`src/rtl/core/bole_pkg.sv`:
```
// Shared types and constants for the bounded ordered list engine.
`default_nettype none

package bole_pkg;

    localparam int CAPACITY = 64;
    localparam int DATA_W   = 32;
    localparam int SUM_W    = 38;
    localparam int CNT_W    = $clog2(CAPACITY + 1);
    localparam int IDX_W    = $clog2(CAPACITY);

    typedef enum logic [2:0] {
        CMD_PUSH_FRONT   = 3'd0,
        CMD_INSERT_AFTER = 3'd1,
        CMD_APPEND       = 3'd2,
        CMD_POP_FRONT    = 3'd3,
        CMD_DELETE_KEY   = 3'd4,
        CMD_POP_BACK     = 3'd5,
        CMD_SEARCH       = 3'd6
    } cmd_t;

    typedef enum logic [1:0] {
        ST_OK       = 2'd0,
        ST_EMPTY    = 2'd1,
        ST_NOTFOUND = 2'd2,
        ST_FULL     = 2'd3
    } status_t;

    typedef enum logic [2:0] {
        OP_HOLD,
        OP_UP_SETUP,
        OP_DOWN_SETUP,
        OP_SCAN_SETUP,
        OP_STEP_UP,
        OP_STEP_DOWN,
        OP_STEP_SCAN,
        OP_COMMIT_UP
    } dp_op_t;

    typedef enum logic [2:0] {
        POS_ZERO,
        POS_OCC,
        POS_LAST,
        POS_HIT,
        POS_HIT_NEXT
    } pos_sel_t;

    typedef enum logic [2:0] {
        S_IDLE,
        S_DECODE,
        S_SCAN,
        S_SHIFT_UP,
        S_SHIFT_DOWN,
        S_FINISH
    } ctl_state_t;

    typedef struct packed {
        dp_op_t   op;
        pos_sel_t pos_sel;
        logic     commit_down;
        logic     capture;
        logic     note_en;
        status_t  note_status;
        logic     note_found;
        logic     result_load;
    } ctl_cmd_t;

    typedef struct packed {
        cmd_t cmd;
        logic full;
        logic empty;
        logic hit;
        logic walk_done;
        logic out_free;
    } dp_stat_t;

endpackage

`default_nettype wire

```
`src/rtl/core/bounded_ordered_list_engine_top.sv`:
```
// Top level of the bounded ordered list engine.
//
//  channel  handshake              payload
//  -------  ---------------------  ---------------------------------------
//  in       in_valid / in_ready    cmd[2:0], value[31:0] s, key[31:0] s
//  out      out_valid / out_ready  status[1:0], found, entry_count[6:0],
//                                  entry_sum[37:0] s
//
// One item at a time. Rejected and no-op commands take the shortest path; a key scan
// walks up to the hit (the whole list on a miss), an insert shift walks the moved entries
// and a delete shift walks from the slot to the end, so the worst case is any delete by
// key in a full list. Command length is set by the entry memory walk: at most one read
// and one write per cycle.
// Reset clears count and sum; the entry memory needs no clearing.
// A result waiting on out_ready does not block the next transaction until that
// transaction has its own result ready.
`default_nettype none

module bounded_ordered_list_engine_top (
    input  logic                              clk,
    input  logic                              rst_n,
    input  logic                              in_valid,
    output logic                              in_ready,
    input  logic [2:0]                        cmd,
    input  logic signed [bole_pkg::DATA_W-1:0] value,
    input  logic signed [bole_pkg::DATA_W-1:0] key,
    output logic                              out_valid,
    input  logic                              out_ready,
    output logic [1:0]                        status,
    output logic                              found,
    output logic [bole_pkg::CNT_W-1:0]        entry_count,
    output logic signed [bole_pkg::SUM_W-1:0] entry_sum
);
    import bole_pkg::*;

    ctl_cmd_t ctl;
    dp_stat_t stat;

    bole_ctrl u_ctrl (
        .clk      (clk),
        .rst_n    (rst_n),
        .in_valid (in_valid),
        .in_ready (in_ready),
        .stat     (stat),
        .ctl      (ctl)
    );

    bole_dp u_dp (
        .clk         (clk),
        .rst_n       (rst_n),
        .cmd         (cmd),
        .value       (value),
        .key         (key),
        .ctl         (ctl),
        .stat        (stat),
        .out_valid   (out_valid),
        .out_ready   (out_ready),
        .status      (status),
        .found       (found),
        .entry_count (entry_count),
        .entry_sum   (entry_sum)
    );

endmodule

`default_nettype wire

```
`src/rtl/core/bole_dp.sv`:
```
// Datapath: entry memory, walk pointer, count, sum and result register.
`default_nettype none

module bole_dp (
    input  logic                              clk,
    input  logic                              rst_n,
    input  logic [2:0]                        cmd,
    input  logic signed [bole_pkg::DATA_W-1:0] value,
    input  logic signed [bole_pkg::DATA_W-1:0] key,
    input  bole_pkg::ctl_cmd_t                ctl,
    output bole_pkg::dp_stat_t                stat,
    output logic                              out_valid,
    input  logic                              out_ready,
    output logic [1:0]                        status,
    output logic                              found,
    output logic [bole_pkg::CNT_W-1:0]        entry_count,
    output logic signed [bole_pkg::SUM_W-1:0] entry_sum
);
    import bole_pkg::*;

    logic [DATA_W-1:0] mem [CAPACITY];
    logic [DATA_W-1:0] rdata_reg;

    cmd_t              cmd_reg;
    logic [DATA_W-1:0] value_reg;
    logic [DATA_W-1:0] key_reg;
    status_t           note_status_reg;
    logic              note_found_reg;

    logic [CNT_W-1:0]  occ_reg, occ_next;
    logic [SUM_W-1:0]  sum_reg, sum_next;
    logic [CNT_W-1:0]  ptr_reg, ptr_next;
    logic [CNT_W-1:0]  cnt_reg, cnt_next;
    logic [CNT_W-1:0]  pos_reg, pos_next;
    logic              vld_reg, vld_next;
    logic [IDX_W-1:0]  vaddr_reg, vaddr_next;

    logic              out_valid_reg;
    status_t           res_status_reg;
    logic              res_found_reg;
    logic [CNT_W-1:0]  res_count_reg;
    logic [SUM_W-1:0]  res_sum_reg;

    logic [CNT_W-1:0]  pos_pick;
    logic              re;
    logic              we;
    logic [IDX_W-1:0]  waddr;
    logic [DATA_W-1:0] wdata;
    logic              issue;

    always_comb
    begin
        case (ctl.pos_sel)
            POS_ZERO:     pos_pick = '0;
            POS_OCC:      pos_pick = occ_reg;
            POS_LAST:     pos_pick = occ_reg - CNT_W'(1);
            POS_HIT:      pos_pick = CNT_W'(vaddr_reg);
            POS_HIT_NEXT: pos_pick = CNT_W'(vaddr_reg) + CNT_W'(1);
            default:      pos_pick = '0;
        endcase
    end

    assign issue = (cnt_reg != '0);

    always_comb
    begin
        ptr_next   = ptr_reg;
        cnt_next   = cnt_reg;
        pos_next   = pos_reg;
        vld_next   = 1'b0;
        vaddr_next = vaddr_reg;
        occ_next   = occ_reg;
        sum_next   = sum_reg;
        re         = 1'b0;
        we         = 1'b0;
        waddr      = vaddr_reg;
        wdata      = rdata_reg;
        case (ctl.op)
            OP_UP_SETUP:
            begin
                pos_next = pos_pick;
                cnt_next = occ_reg - pos_pick;
                ptr_next = occ_reg - CNT_W'(1);
            end
            OP_DOWN_SETUP:
            begin
                pos_next = pos_pick;
                cnt_next = occ_reg - pos_pick;
                ptr_next = pos_pick;
            end
            OP_SCAN_SETUP:
            begin
                cnt_next = occ_reg;
                ptr_next = '0;
            end
            OP_STEP_UP:
            begin
                // reads walk from the back toward the slot, writes trail one place up
                if (issue)
                begin
                    re         = 1'b1;
                    vld_next   = 1'b1;
                    vaddr_next = ptr_reg[IDX_W-1:0];
                    ptr_next   = ptr_reg - CNT_W'(1);
                    cnt_next   = cnt_reg - CNT_W'(1);
                end
                if (vld_reg)
                begin
                    we    = 1'b1;
                    waddr = vaddr_reg + IDX_W'(1);
                end
            end
            OP_STEP_DOWN:
            begin
                if (issue)
                begin
                    re         = 1'b1;
                    vld_next   = 1'b1;
                    vaddr_next = ptr_reg[IDX_W-1:0];
                    ptr_next   = ptr_reg + CNT_W'(1);
                    cnt_next   = cnt_reg - CNT_W'(1);
                end
                if (vld_reg)
                begin
                    // first read is the removed entry, the rest close the gap
                    if (CNT_W'(vaddr_reg) == pos_reg)
                    begin
                        sum_next = sum_reg - {{(SUM_W-DATA_W){rdata_reg[DATA_W-1]}}, rdata_reg};
                    end
                    else
                    begin
                        we    = 1'b1;
                        waddr = vaddr_reg - IDX_W'(1);
                    end
                end
            end
            OP_STEP_SCAN:
            begin
                if (issue)
                begin
                    re         = 1'b1;
                    vld_next   = 1'b1;
                    vaddr_next = ptr_reg[IDX_W-1:0];
                    ptr_next   = ptr_reg + CNT_W'(1);
                    cnt_next   = cnt_reg - CNT_W'(1);
                end
            end
            OP_COMMIT_UP:
            begin
                we       = 1'b1;
                waddr    = pos_reg[IDX_W-1:0];
                wdata    = value_reg;
                occ_next = occ_reg + CNT_W'(1);
                sum_next = sum_reg + {{(SUM_W-DATA_W){value_reg[DATA_W-1]}}, value_reg};
            end
            default:
            begin
            end
        endcase
        if (ctl.commit_down)
        begin
            occ_next = occ_reg - CNT_W'(1);
        end
    end

    always_ff @(posedge clk)
    begin
        if (we)
        begin
            mem[waddr] <= wdata;
        end
        if (re)
        begin
            rdata_reg <= mem[ptr_reg[IDX_W-1:0]];
        end
    end

    always_ff @(posedge clk or negedge rst_n)
    begin
        if (!rst_n)
        begin
            occ_reg       <= '0;
            sum_reg       <= '0;
            ptr_reg       <= '0;
            cnt_reg       <= '0;
            pos_reg       <= '0;
            vld_reg       <= 1'b0;
            vaddr_reg     <= '0;
            out_valid_reg <= 1'b0;
        end
        else
        begin
            occ_reg   <= occ_next;
            sum_reg   <= sum_next;
            ptr_reg   <= ptr_next;
            cnt_reg   <= cnt_next;
            pos_reg   <= pos_next;
            vld_reg   <= vld_next;
            vaddr_reg <= vaddr_next;
            if (ctl.result_load)
            begin
                out_valid_reg <= 1'b1;
            end
            else if (out_ready)
            begin
                out_valid_reg <= 1'b0;
            end
        end
    end

    always_ff @(posedge clk)
    begin
        if (ctl.capture)
        begin
            cmd_reg   <= cmd_t'(cmd);
            value_reg <= value;
            key_reg   <= key;
        end
        if (ctl.note_en)
        begin
            note_status_reg <= ctl.note_status;
            note_found_reg  <= ctl.note_found;
        end
        if (ctl.result_load)
        begin
            res_status_reg <= note_status_reg;
            res_found_reg  <= note_found_reg;
            res_count_reg  <= occ_reg;
            res_sum_reg    <= sum_reg;
        end
    end

    always_comb
    begin
        stat.cmd       = cmd_reg;
        stat.full      = (occ_reg >= CNT_W'(CAPACITY));
        stat.empty     = (occ_reg == '0);
        stat.hit       = vld_reg && (rdata_reg == key_reg);
        stat.walk_done = (cnt_reg == '0) && !vld_reg;
        stat.out_free  = !out_valid_reg || out_ready;
    end

    assign out_valid   = out_valid_reg;
    assign status      = res_status_reg;
    assign found       = res_found_reg;
    assign entry_count = res_count_reg;
    assign entry_sum   = res_sum_reg;

    a_occ_bound: assert property (@(posedge clk) disable iff (!rst_n)
        occ_reg <= CNT_W'(CAPACITY))
        else $error("entry count above capacity");

    a_commit_up_room: assert property (@(posedge clk) disable iff (!rst_n)
        (ctl.op == OP_COMMIT_UP) |-> (occ_reg < CNT_W'(CAPACITY)))
        else $error("insert committed into a full list");

    a_commit_down_nonempty: assert property (@(posedge clk) disable iff (!rst_n)
        ctl.commit_down |-> (occ_reg != '0))
        else $error("delete committed on an empty list");

    a_result_slot_free: assert property (@(posedge clk) disable iff (!rst_n)
        ctl.result_load |-> (!out_valid_reg || out_ready))
        else $error("result overwrote a pending transaction");

    a_result_count: assert property (@(posedge clk) disable iff (!rst_n)
        ctl.result_load |=> (entry_count == $past(occ_reg)))
        else $error("reported count does not match list");

endmodule

`default_nettype wire

```
`src/rtl/core/bole_ctrl.sv`:
```
// Controller state machine: sequences decode, key scan, entry shifts and result hand-off.
`default_nettype none

module bole_ctrl (
    input  logic               clk,
    input  logic               rst_n,
    input  logic               in_valid,
    output logic               in_ready,
    input  bole_pkg::dp_stat_t stat,
    output bole_pkg::ctl_cmd_t ctl
);
    import bole_pkg::*;

    ctl_state_t state_reg, state_next;

    always_ff @(posedge clk or negedge rst_n)
    begin
        if (!rst_n)
        begin
            state_reg <= S_IDLE;
        end
        else
        begin
            state_reg <= state_next;
        end
    end

    always_comb
    begin
        state_next = state_reg;
        case (state_reg)
            S_IDLE:
            begin
                if (in_valid)
                begin
                    state_next = S_DECODE;
                end
            end
            S_DECODE:
            begin
                case (stat.cmd)
                    CMD_PUSH_FRONT, CMD_APPEND:
                        state_next = stat.full ? S_FINISH : S_SHIFT_UP;
                    CMD_INSERT_AFTER:
                        state_next = stat.full ? S_FINISH : S_SCAN;
                    CMD_POP_FRONT, CMD_POP_BACK:
                        state_next = stat.empty ? S_FINISH : S_SHIFT_DOWN;
                    CMD_DELETE_KEY, CMD_SEARCH:
                        state_next = stat.empty ? S_FINISH : S_SCAN;
                    default:
                        state_next = S_FINISH;
                endcase
            end
            S_SCAN:
            begin
                if (stat.hit)
                begin
                    case (stat.cmd)
                        CMD_INSERT_AFTER: state_next = S_SHIFT_UP;
                        CMD_DELETE_KEY:   state_next = S_SHIFT_DOWN;
                        default:          state_next = S_FINISH;
                    endcase
                end
                else if (stat.walk_done)
                begin
                    state_next = S_FINISH;
                end
            end
            S_SHIFT_UP, S_SHIFT_DOWN:
            begin
                if (stat.walk_done)
                begin
                    state_next = S_FINISH;
                end
            end
            S_FINISH:
            begin
                if (stat.out_free)
                begin
                    state_next = S_IDLE;
                end
            end
            default:
                state_next = S_IDLE;
        endcase
    end

    always_comb
    begin
        ctl             = '0;
        ctl.op          = OP_HOLD;
        ctl.pos_sel     = POS_ZERO;
        ctl.note_status = ST_OK;
        in_ready        = 1'b0;
        case (state_reg)
            S_IDLE:
            begin
                in_ready    = 1'b1;
                ctl.capture = in_valid;
            end
            S_DECODE:
            begin
                ctl.note_en = 1'b1;
                case (stat.cmd)
                    CMD_PUSH_FRONT, CMD_APPEND:
                    begin
                        if (stat.full)
                        begin
                            ctl.note_status = ST_FULL;
                        end
                        else
                        begin
                            ctl.op      = OP_UP_SETUP;
                            ctl.pos_sel = (stat.cmd == CMD_APPEND) ? POS_OCC : POS_ZERO;
                        end
                    end
                    CMD_INSERT_AFTER:
                    begin
                        if (stat.full)
                        begin
                            ctl.note_status = ST_FULL;
                        end
                        else
                        begin
                            ctl.op = OP_SCAN_SETUP;
                        end
                    end
                    CMD_POP_FRONT, CMD_POP_BACK:
                    begin
                        if (stat.empty)
                        begin
                            ctl.note_status = ST_EMPTY;
                        end
                        else
                        begin
                            ctl.op      = OP_DOWN_SETUP;
                            ctl.pos_sel = (stat.cmd == CMD_POP_BACK) ? POS_LAST : POS_ZERO;
                        end
                    end
                    CMD_DELETE_KEY, CMD_SEARCH:
                    begin
                        if (stat.empty)
                        begin
                            ctl.note_status = ST_EMPTY;
                        end
                        else
                        begin
                            ctl.op = OP_SCAN_SETUP;
                        end
                    end
                    default:
                    begin
                    end
                endcase
            end
            S_SCAN:
            begin
                if (stat.hit)
                begin
                    ctl.note_en    = 1'b1;
                    ctl.note_found = 1'b1;
                    case (stat.cmd)
                        CMD_INSERT_AFTER:
                        begin
                            ctl.op      = OP_UP_SETUP;
                            ctl.pos_sel = POS_HIT_NEXT;
                        end
                        CMD_DELETE_KEY:
                        begin
                            ctl.op      = OP_DOWN_SETUP;
                            ctl.pos_sel = POS_HIT;
                        end
                        default:
                        begin
                        end
                    endcase
                end
                else if (stat.walk_done)
                begin
                    ctl.note_en     = 1'b1;
                    ctl.note_status = ST_NOTFOUND;
                end
                else
                begin
                    ctl.op = OP_STEP_SCAN;
                end
            end
            S_SHIFT_UP:
            begin
                ctl.op = stat.walk_done ? OP_COMMIT_UP : OP_STEP_UP;
            end
            S_SHIFT_DOWN:
            begin
                if (stat.walk_done)
                begin
                    ctl.commit_down = 1'b1;
                end
                else
                begin
                    ctl.op = OP_STEP_DOWN;
                end
            end
            S_FINISH:
            begin
                ctl.result_load = stat.out_free;
            end
            default:
            begin
            end
        endcase
    end

endmodule

`default_nettype wire
```
`config.mk`:
```
export PLATFORM = sky130hd
export DESIGN_NAME = bounded_ordered_list_engine_top
export DESIGN_NICKNAME = d
export VERILOG_FILES = /design/src/rtl/core/bole_pkg.sv /design/src/rtl/core/bounded_ordered_list_engine_top.sv /design/src/rtl/core/bole_dp.sv /design/src/rtl/core/bole_ctrl.sv
export SDC_FILE = /design/constraint.sdc
export NUM_CORES = 2
export LEC_CHECK = 0
export ABC_AREA = 1
export BUFFER_PORTS_ARGS = -buffer_cell sky130_fd_sc_hd__buf_4
export CORE_AREA = 2 2 615 617
export DETAILED_ROUTE_END_ITERATION = 16
export DIE_AREA = 0 0 617 619
export PLACE_DENSITY = 0.34
export SYNTH_ARGS = -nofsm -noshare
export SYNTH_HDL_FRONTEND = slang
export SYNTH_SLANG_ARGS = --single-unit
export TNS_END_PERCENT = 20
```
`constraint.sdc`:
```
create_clock -name clk -period 7.85 [get_ports clk]
set_clock_uncertainty 0.15 [all_clocks]
set_input_delay 0.3925 -clock clk [delete_from_list [all_inputs] [get_ports clk]]
set_output_delay 0.3925 -clock clk [all_outputs]
set_load 0.01 [all_outputs]
```
### Word level (Yosys, flattened, before mapping)

Memories as Yosys holds them, arrays and structs flattened. A register that Yosys moved wholly into a read port is not among the register bits.
Index checks and enable logic that the tools add are counted.

| storage, ports and cells | value |
|---|---|
| memories kept | 1 |
| word-level logic and storage cells | 157 |
| input port bits | 71 |
| flip-flop bits (word level) | 195 |
| RAM bits | 2048 |

Memories:

| memory | depth | width | read ports | clocked after memory_dff | wr ports | line | source |
|---|---|---|---|---|---|---|---|
| u_dp.mem | 64 | 32 | 1 | 1 | 1 | bole_dp.sv:21 | `logic [DATA_W-1:0] mem [CAPACITY];` |

| cells by class | value |
|---|---|
| muxes and demuxes | 66 |
| $lt $le $gt $ge | 1 |
| reduce and logical (&&, ||, !) cells | 29 |
| equality and inequality tests | 31 |
| add/sub/neg operators | 11 |

Operators with widths:

| kind | count |
|---|---|
| $mux W38 | 2 |
| $pmux W38 S2 | 1 |
| $add A38 B38 Y38 | 1 |
| $sub A38 B38 Y38 | 1 |
| $mux W3 | 12 |
| $mux W7 | 5 |
| $pmux W7 S5 | 1 |
| $eq A32 B32 Y1 | 1 |
| $mux W32 | 1 |
| $eq A3 B3 Y1 const B | 10 |
| $pmux W7 S4 | 1 |
| $eq A3 B2 Y1 const B | 8 |
| $pmux W3 S2 | 4 |
| $pmux W3 S4 | 2 |
| $pmux W7 S3 | 1 |
| $sub A7 B1 Y7 const B | 3 |
| $mux W1 | 19 |
| $mux W6 | 3 |
| $pmux W6 S3 | 1 |
| $pmux W3 S5 | 1 |
| $add A7 B1 Y7 const B | 2 |
| $logic_not A7 Y1 | 2 |
| $eq A3 B1 Y1 const B | 4 |
| $mux W2 | 6 |
| other kinds (27) | 46 |

### Logic depth before layout (Yosys ltp)

| depth | value |
|---|---|
| depth after elaboration | 9 |
| gate-level depth with buffers | 27 |
| gate-level depth less buffers | 27 |

### Cells and area by module

A second synthesis with hierarchy kept.

| unflattened totals | value |
|---|---|
| cell total of the unflattened synthesis | 7735 |
| area total of the unflattened synthesis | 93906.3 um2 |

By module, submodules not included:

| module | cells each | instances | seq. area each (um2) | area each (um2) |
|---|---|---|---|---|
| bole_dp | 7649 | 1 | 67830.1 | 93407.1 |
| bole_ctrl | 86 | 1 | 75.1 | 499.2 |

### Worst setup path after synthesis

Ideal clock, no wire load.

| timing | value |
|---|---|
| path type | reg-to-reg |
| start point | reg u_dp.cnt_reg[0] |
| end point | reg u_dp.sum_reg[30] |
| buffers on the path | 2 |
| clock period less this slack | 6.388 ns |
| arrival | 6.112 ns |
| slack | 1.462 ns |
| stages on the path, launching flop included | 23 |
| data required time | 7.573 ns |
| setup time | 0.127 ns |
| cells stage by stage | dfrtp_1 inv_1 ha_1 nand3_2 nor2_4 inv_2 nor2_4 buf_2 clkbuf_1 o21ai_0 ha_1 inv_1 fa_1 inv_1 nand3_1 nand2_1 inv_1 o21ai_0 a21oi_1 o21ai_0 nand4_1 a21oi_1 o21ai_0 |

| on the way | value |
|---|---|
| longest elaborated chain between the ends | 8 |
| elaborated cells on any way between the ends | 14 |

RTL lines:

| what | line | source |
|---|---|---|
| start: declaration | bole_dp.sv:33 | `logic [CNT_W-1:0] cnt_reg, cnt_next;` |
| start signal: assignment | bole_dp.sv:196 | `cnt_reg <= cnt_next;` |
| $logic_not A7 Y1 (*) | bole_dp.sv:239 | `stat.walk_done = (cnt_reg == '0) && !vld_reg;` |
| $logic_and A1 B1 Y1 (*) | bole_dp.sv:239 |  |
| $mux W3 | bole_ctrl.sv:178 | `else if (stat.walk_done)` |
| $mux W3 | bole_ctrl.sv:158 | `if (stat.hit)` |
| $pmux W3 S4 (*) | bole_ctrl.sv:95 | `case (state_reg)` |
| $eq A3 B3 Y1 | bole_dp.sv:78 | `case (ctl.op)` |
| $ne A2 B1 Y1 (no source line) or $reduce_bool A2 Y1 (tied branches) | -- |  |
| $reduce_and A3 Y1 (no source line) | -- |  |
| end signal: assignment | bole_dp.sv:194 | `sum_reg <= sum_next;` |
| end: declaration | bole_dp.sv:31 | `logic [SUM_W-1:0] sum_reg, sum_next;` |

Mark *: on every way between the ends. The rest lies on a longest branch, timed or not.
A chain may end at the register's enable or synchronous reset.

### Worst setup path in the final report

| timing | value |
|---|---|
| start point | reg u_dp.cnt_reg[2] |
| end point | mem u_dp.mem[27][25] (enable) |

| on the way | value |
|---|---|
| longest elaborated chain between the ends | 9 |
| elaborated cells on any way between the ends | 14 |

RTL lines:

| what | line | source |
|---|---|---|
| $logic_not A7 Y1 (*) | bole_dp.sv:239 |  |
| $logic_and A1 B1 Y1 (*) | bole_dp.sv:239 |  |
| $mux W3 | bole_ctrl.sv:178 |  |
| $mux W3 | bole_ctrl.sv:158 |  |
| $pmux W3 S4 (*) | bole_ctrl.sv:95 |  |
| $eq A3 B3 Y1 | bole_dp.sv:78 |  |
| $pmux W1 S3 | bole_dp.sv:78 |  |
| $mux W1 | bole_dp.sv:168 | `if (we)` |
| $mux W1 (implied by the code) | bole_dp.sv:170 | `mem[waddr] <= wdata;` |
| end: declaration | bole_dp.sv:21 |  |

Marks and branches as above.

==> results by group <==
Setup path
  • Critical-path cell list: nor2_1, nand2_1, inv_2, nand3_2, nor2_4, inv_2, nor2_4, inv_2, o21ai_0, nand3b_1, nand2_1, inv_1, nand3_1, nor2_4
  • Slowest CP cell: nor2_4
  • Worst r2r src: u_dp.cnt_reg[2]
  • CP arrival: 5.76 ns
  • R2r setup slk: 2.44 ns
  • CP peak stage delay: 1.31 ns
  • Critical path buffers and inverters: 4
  • Path depth of the worst reg2reg path: 14
  • Crit start category: flop
  • Critical path capture point type: flop
  • Data required time of the worst path: 8.20 ns
  • FF-to-FF End: u_dp.mem[27][25]
  • Setup CP Type: flop to flop
  • Crit-path max FO: 32
  • CP top delay family: simple AND/OR/NAND/NOR gates

Clocking
  • Clk buf depth: 4
  • H-tree depth: 5
  • # clock sinks: 2274
  • Hold Buf Count CTS: 82
  • Post-CTS setup buffers: 0
  • Clock slew at reported path FFs: 0.06 ns
  • CTS buffer count: 274
  • Clk_lat worst skew: 0.93 ns
  • Clock root buffer: clkbuf_16
  • Post-CTS Resized: 0
  • CTS tree: yes

Pwr
  • Worst vdd ir: 321 µV
  • PD cells: 417 nW/µm²
  • Tot Pwr: 0.0462 W
  • P_leak: 35.9 nW

Place
  • RD Place Congestion: 0.840
  • IO Port Bufs: 120
  • Setup Slack @ Placement: 2.49 ns
  • DP HPWL: 224 mm
  • Area of placed instances: 102000 µm²

GRT
  • First-pass GRT wire length: 515 mm
  • Pin count of the biggest net entering global routing: 139
  • Total global routing overflow: 0
  • Initial antenna violation count: 24
  • Vias in the first global route: 62300
  • Total GRT Usage: 0.189

Finish
  • Multi-input gate area: 23900 µm²
  • FF+latch area: 67900 µm²
  • Area grow syn2layout: 18.5%
  • Commonest non-fill, non-tap cell in the layout: edfxtp_1
  • Filler instances: 38100
  • Max FFs per register: 2048
  • Most frequent cells in the layout: edfxtp_1, nor2_1, o21ai_0
  • Nets: 7997
  • Share of cells above drive strength 1: 0.109
  • End-of-flow core utilization: 0.296
  • Post-route cell area: 111000 µm²

Synth
  • Ys flop type: edfxtp_1
  • Synth Area per Inst: 12.2 µm²
  • Post-synthesis instance total: 7663
  • Register area share after synthesis: 0.726
  • Syn Nets: 7791
  • FF+latch count, synth: 2274
  • Synth Cell Area: 93500 µm²
  • Ys Warns: 0
  • Async S/R FF share, synth: 0.0334
  • Synth cell types: 52
  • Top cell type's share of synthesized area: 0.706
  • Area leader, netlist: edfxtp_1
  • Top cells by area, synth: edfxtp_1, o21ai_0, nor2_1, o22ai_1, dfrtp_1
  • Post-synth EDFFs: 2198

Drt
  • Vias/cell: 4.88
  • TritonRoute pass-1 iters: 5
  • Drt drc: 0
  • Via Count: 63900
  • Overall routed net length: 372 mm
  • DRT iter0 DRCs: 5992
  • WL/cell: 28.4 µm
  • Final ANT Viol Nets: 0

Floorplan
  • Num rows: 225
  • DIE AREA: 382000 µm²
  • Core Area: 375000 µm²
  • Io pins: 121
  • Die Y: 619 µm
  • Starting Density: 0.250
  • Chip Width: 617 µm

Min path
  • Hold Path Class: input port to flop
  • Hold Startpoint: key[12]
  • Hold Path Stages: 2
  • Hold EP: u_dp.key_reg[12]

STA
  • Setup TNS Final: 0 ns
  • Final Setup Violations: 0
  • Final slew viol count: 0
  • FMAX: 185 MHz
  • Tcrit/Tclk final: 0.689
  • Final Hold Vio Count: 0
  • Slew @ Worst Pin: 1.34 ns
  • Setup repair after global routing missed its margin: no
  • Slew margin rel.: 0.103
  • Slack of the critical path: 2.44 ns
  • Min cycle time layout: 5.41 ns

Flow run
  • Max-cap violations: 0

Run status
  • Status: complete, no violations
-- cell type report --
| class | count | area share |
|---|---|---|
| clock buffer | 346 | 0.0657 |
| inverter | 209 | 0.00740 |
| multi-input combinational | 4701 | 0.215 |
| tap | 4994 | 0.0564 |
| sequential | 2274 | 0.613 |
| timing repair buffer | 409 | 0.0327 |
| clock inverter | 136 | 0.00955 |
| antenna | 13 | 0.000293 |
-- synth_stat cells (8+ instances only) --
cell	count
a21oi_1	79
a31oi_1	12
buf_1	20
buf_2	37
clkbuf_1	419
dfrtp_1	76
edfxtp_1	2198
ha_1	54
inv_1	188
inv_2	18
nand2_1	460
nand3_1	105
nand3_2	8
nand4_1	40
nor2_1	1595
nor3_1	17
nor4_1	9
o211ai_1	15
o21ai_0	1464
o21ai_1	9
o21bai_1	9
o22ai_1	636
o32ai_1	38
or2_2	18
xnor2_1	23
xor2_1	48
-- logic make-up after synthesis --
logic type,count (synthesis),synth area share
DFF,2274,0.726
buffers and inverters,688,0.0283
xor gates and xnor gates,71,0.00665
and+or+nand+nor,2285,0.0970
AOI/OAI and AO/OA,2288,0.134
adders and majority gates,57,0.00787
-- power breakdown --
group | leakage, nW | internal (W) | total, W | switching [W]
sequential | 20.8 | 0.0156 | 0.0163 | 0.000714
clock | 4.08 | 0.00692 | 0.0122 | 0.00524
combinational | 11.0 | 0.00402 | 0.0177 | 0.0137
-- worst max-delay path by stage --
| stage | start | endpoint | slack, ns | cells past startpoint |
|---|---|---|---|---|
| 4_1_cts | u_dp.cnt_reg[2] | u_dp.sum_reg[22] | 2.42 | 19 |
| 2_1_floorplan | u_dp.cnt_reg[0] | u_dp.sum_reg[30] | 1.46 | 22 |
| 3_5_place_dp | u_dp.cnt_reg[2] | u_dp.sum_reg[22] | 2.49 | 19 |
| 6_report | u_dp.cnt_reg[2] | u_dp.mem[27][25] | 2.44 | 14 |
| 3_3_place_gp | u_dp.cnt_reg[2] | u_dp.sum_reg[22] | 2.39 | 19 |
| 5_1_grt | u_dp.rdata_reg[0] | u_dp.sum_reg[25] | 2.07 | 19 |
-- routing by layer --
layer,track usage,routed length (µm),vias up
li1,-,-,28700
met2,0.311,175000,1815
met4,0.0449,8830,2
met5,0,11,-
met3,0.0245,17600,383
met1,0.264,171000,33000
-- through the flow --
| step | hold slack [ns] | cells |
|---|---|---|
| after floorplan | -0.0531 | 7663 |
| after CTS | 0.00114 | 13100 |
| final | 0.0780 | 13100 |
| after global routing | 0.0280 | 13100 |
| after global placement | 0.227 | 12500 |
| after detailed placement | 0.226 | 12500 |
No activity file was read; power rests on OpenSTA's default activity.
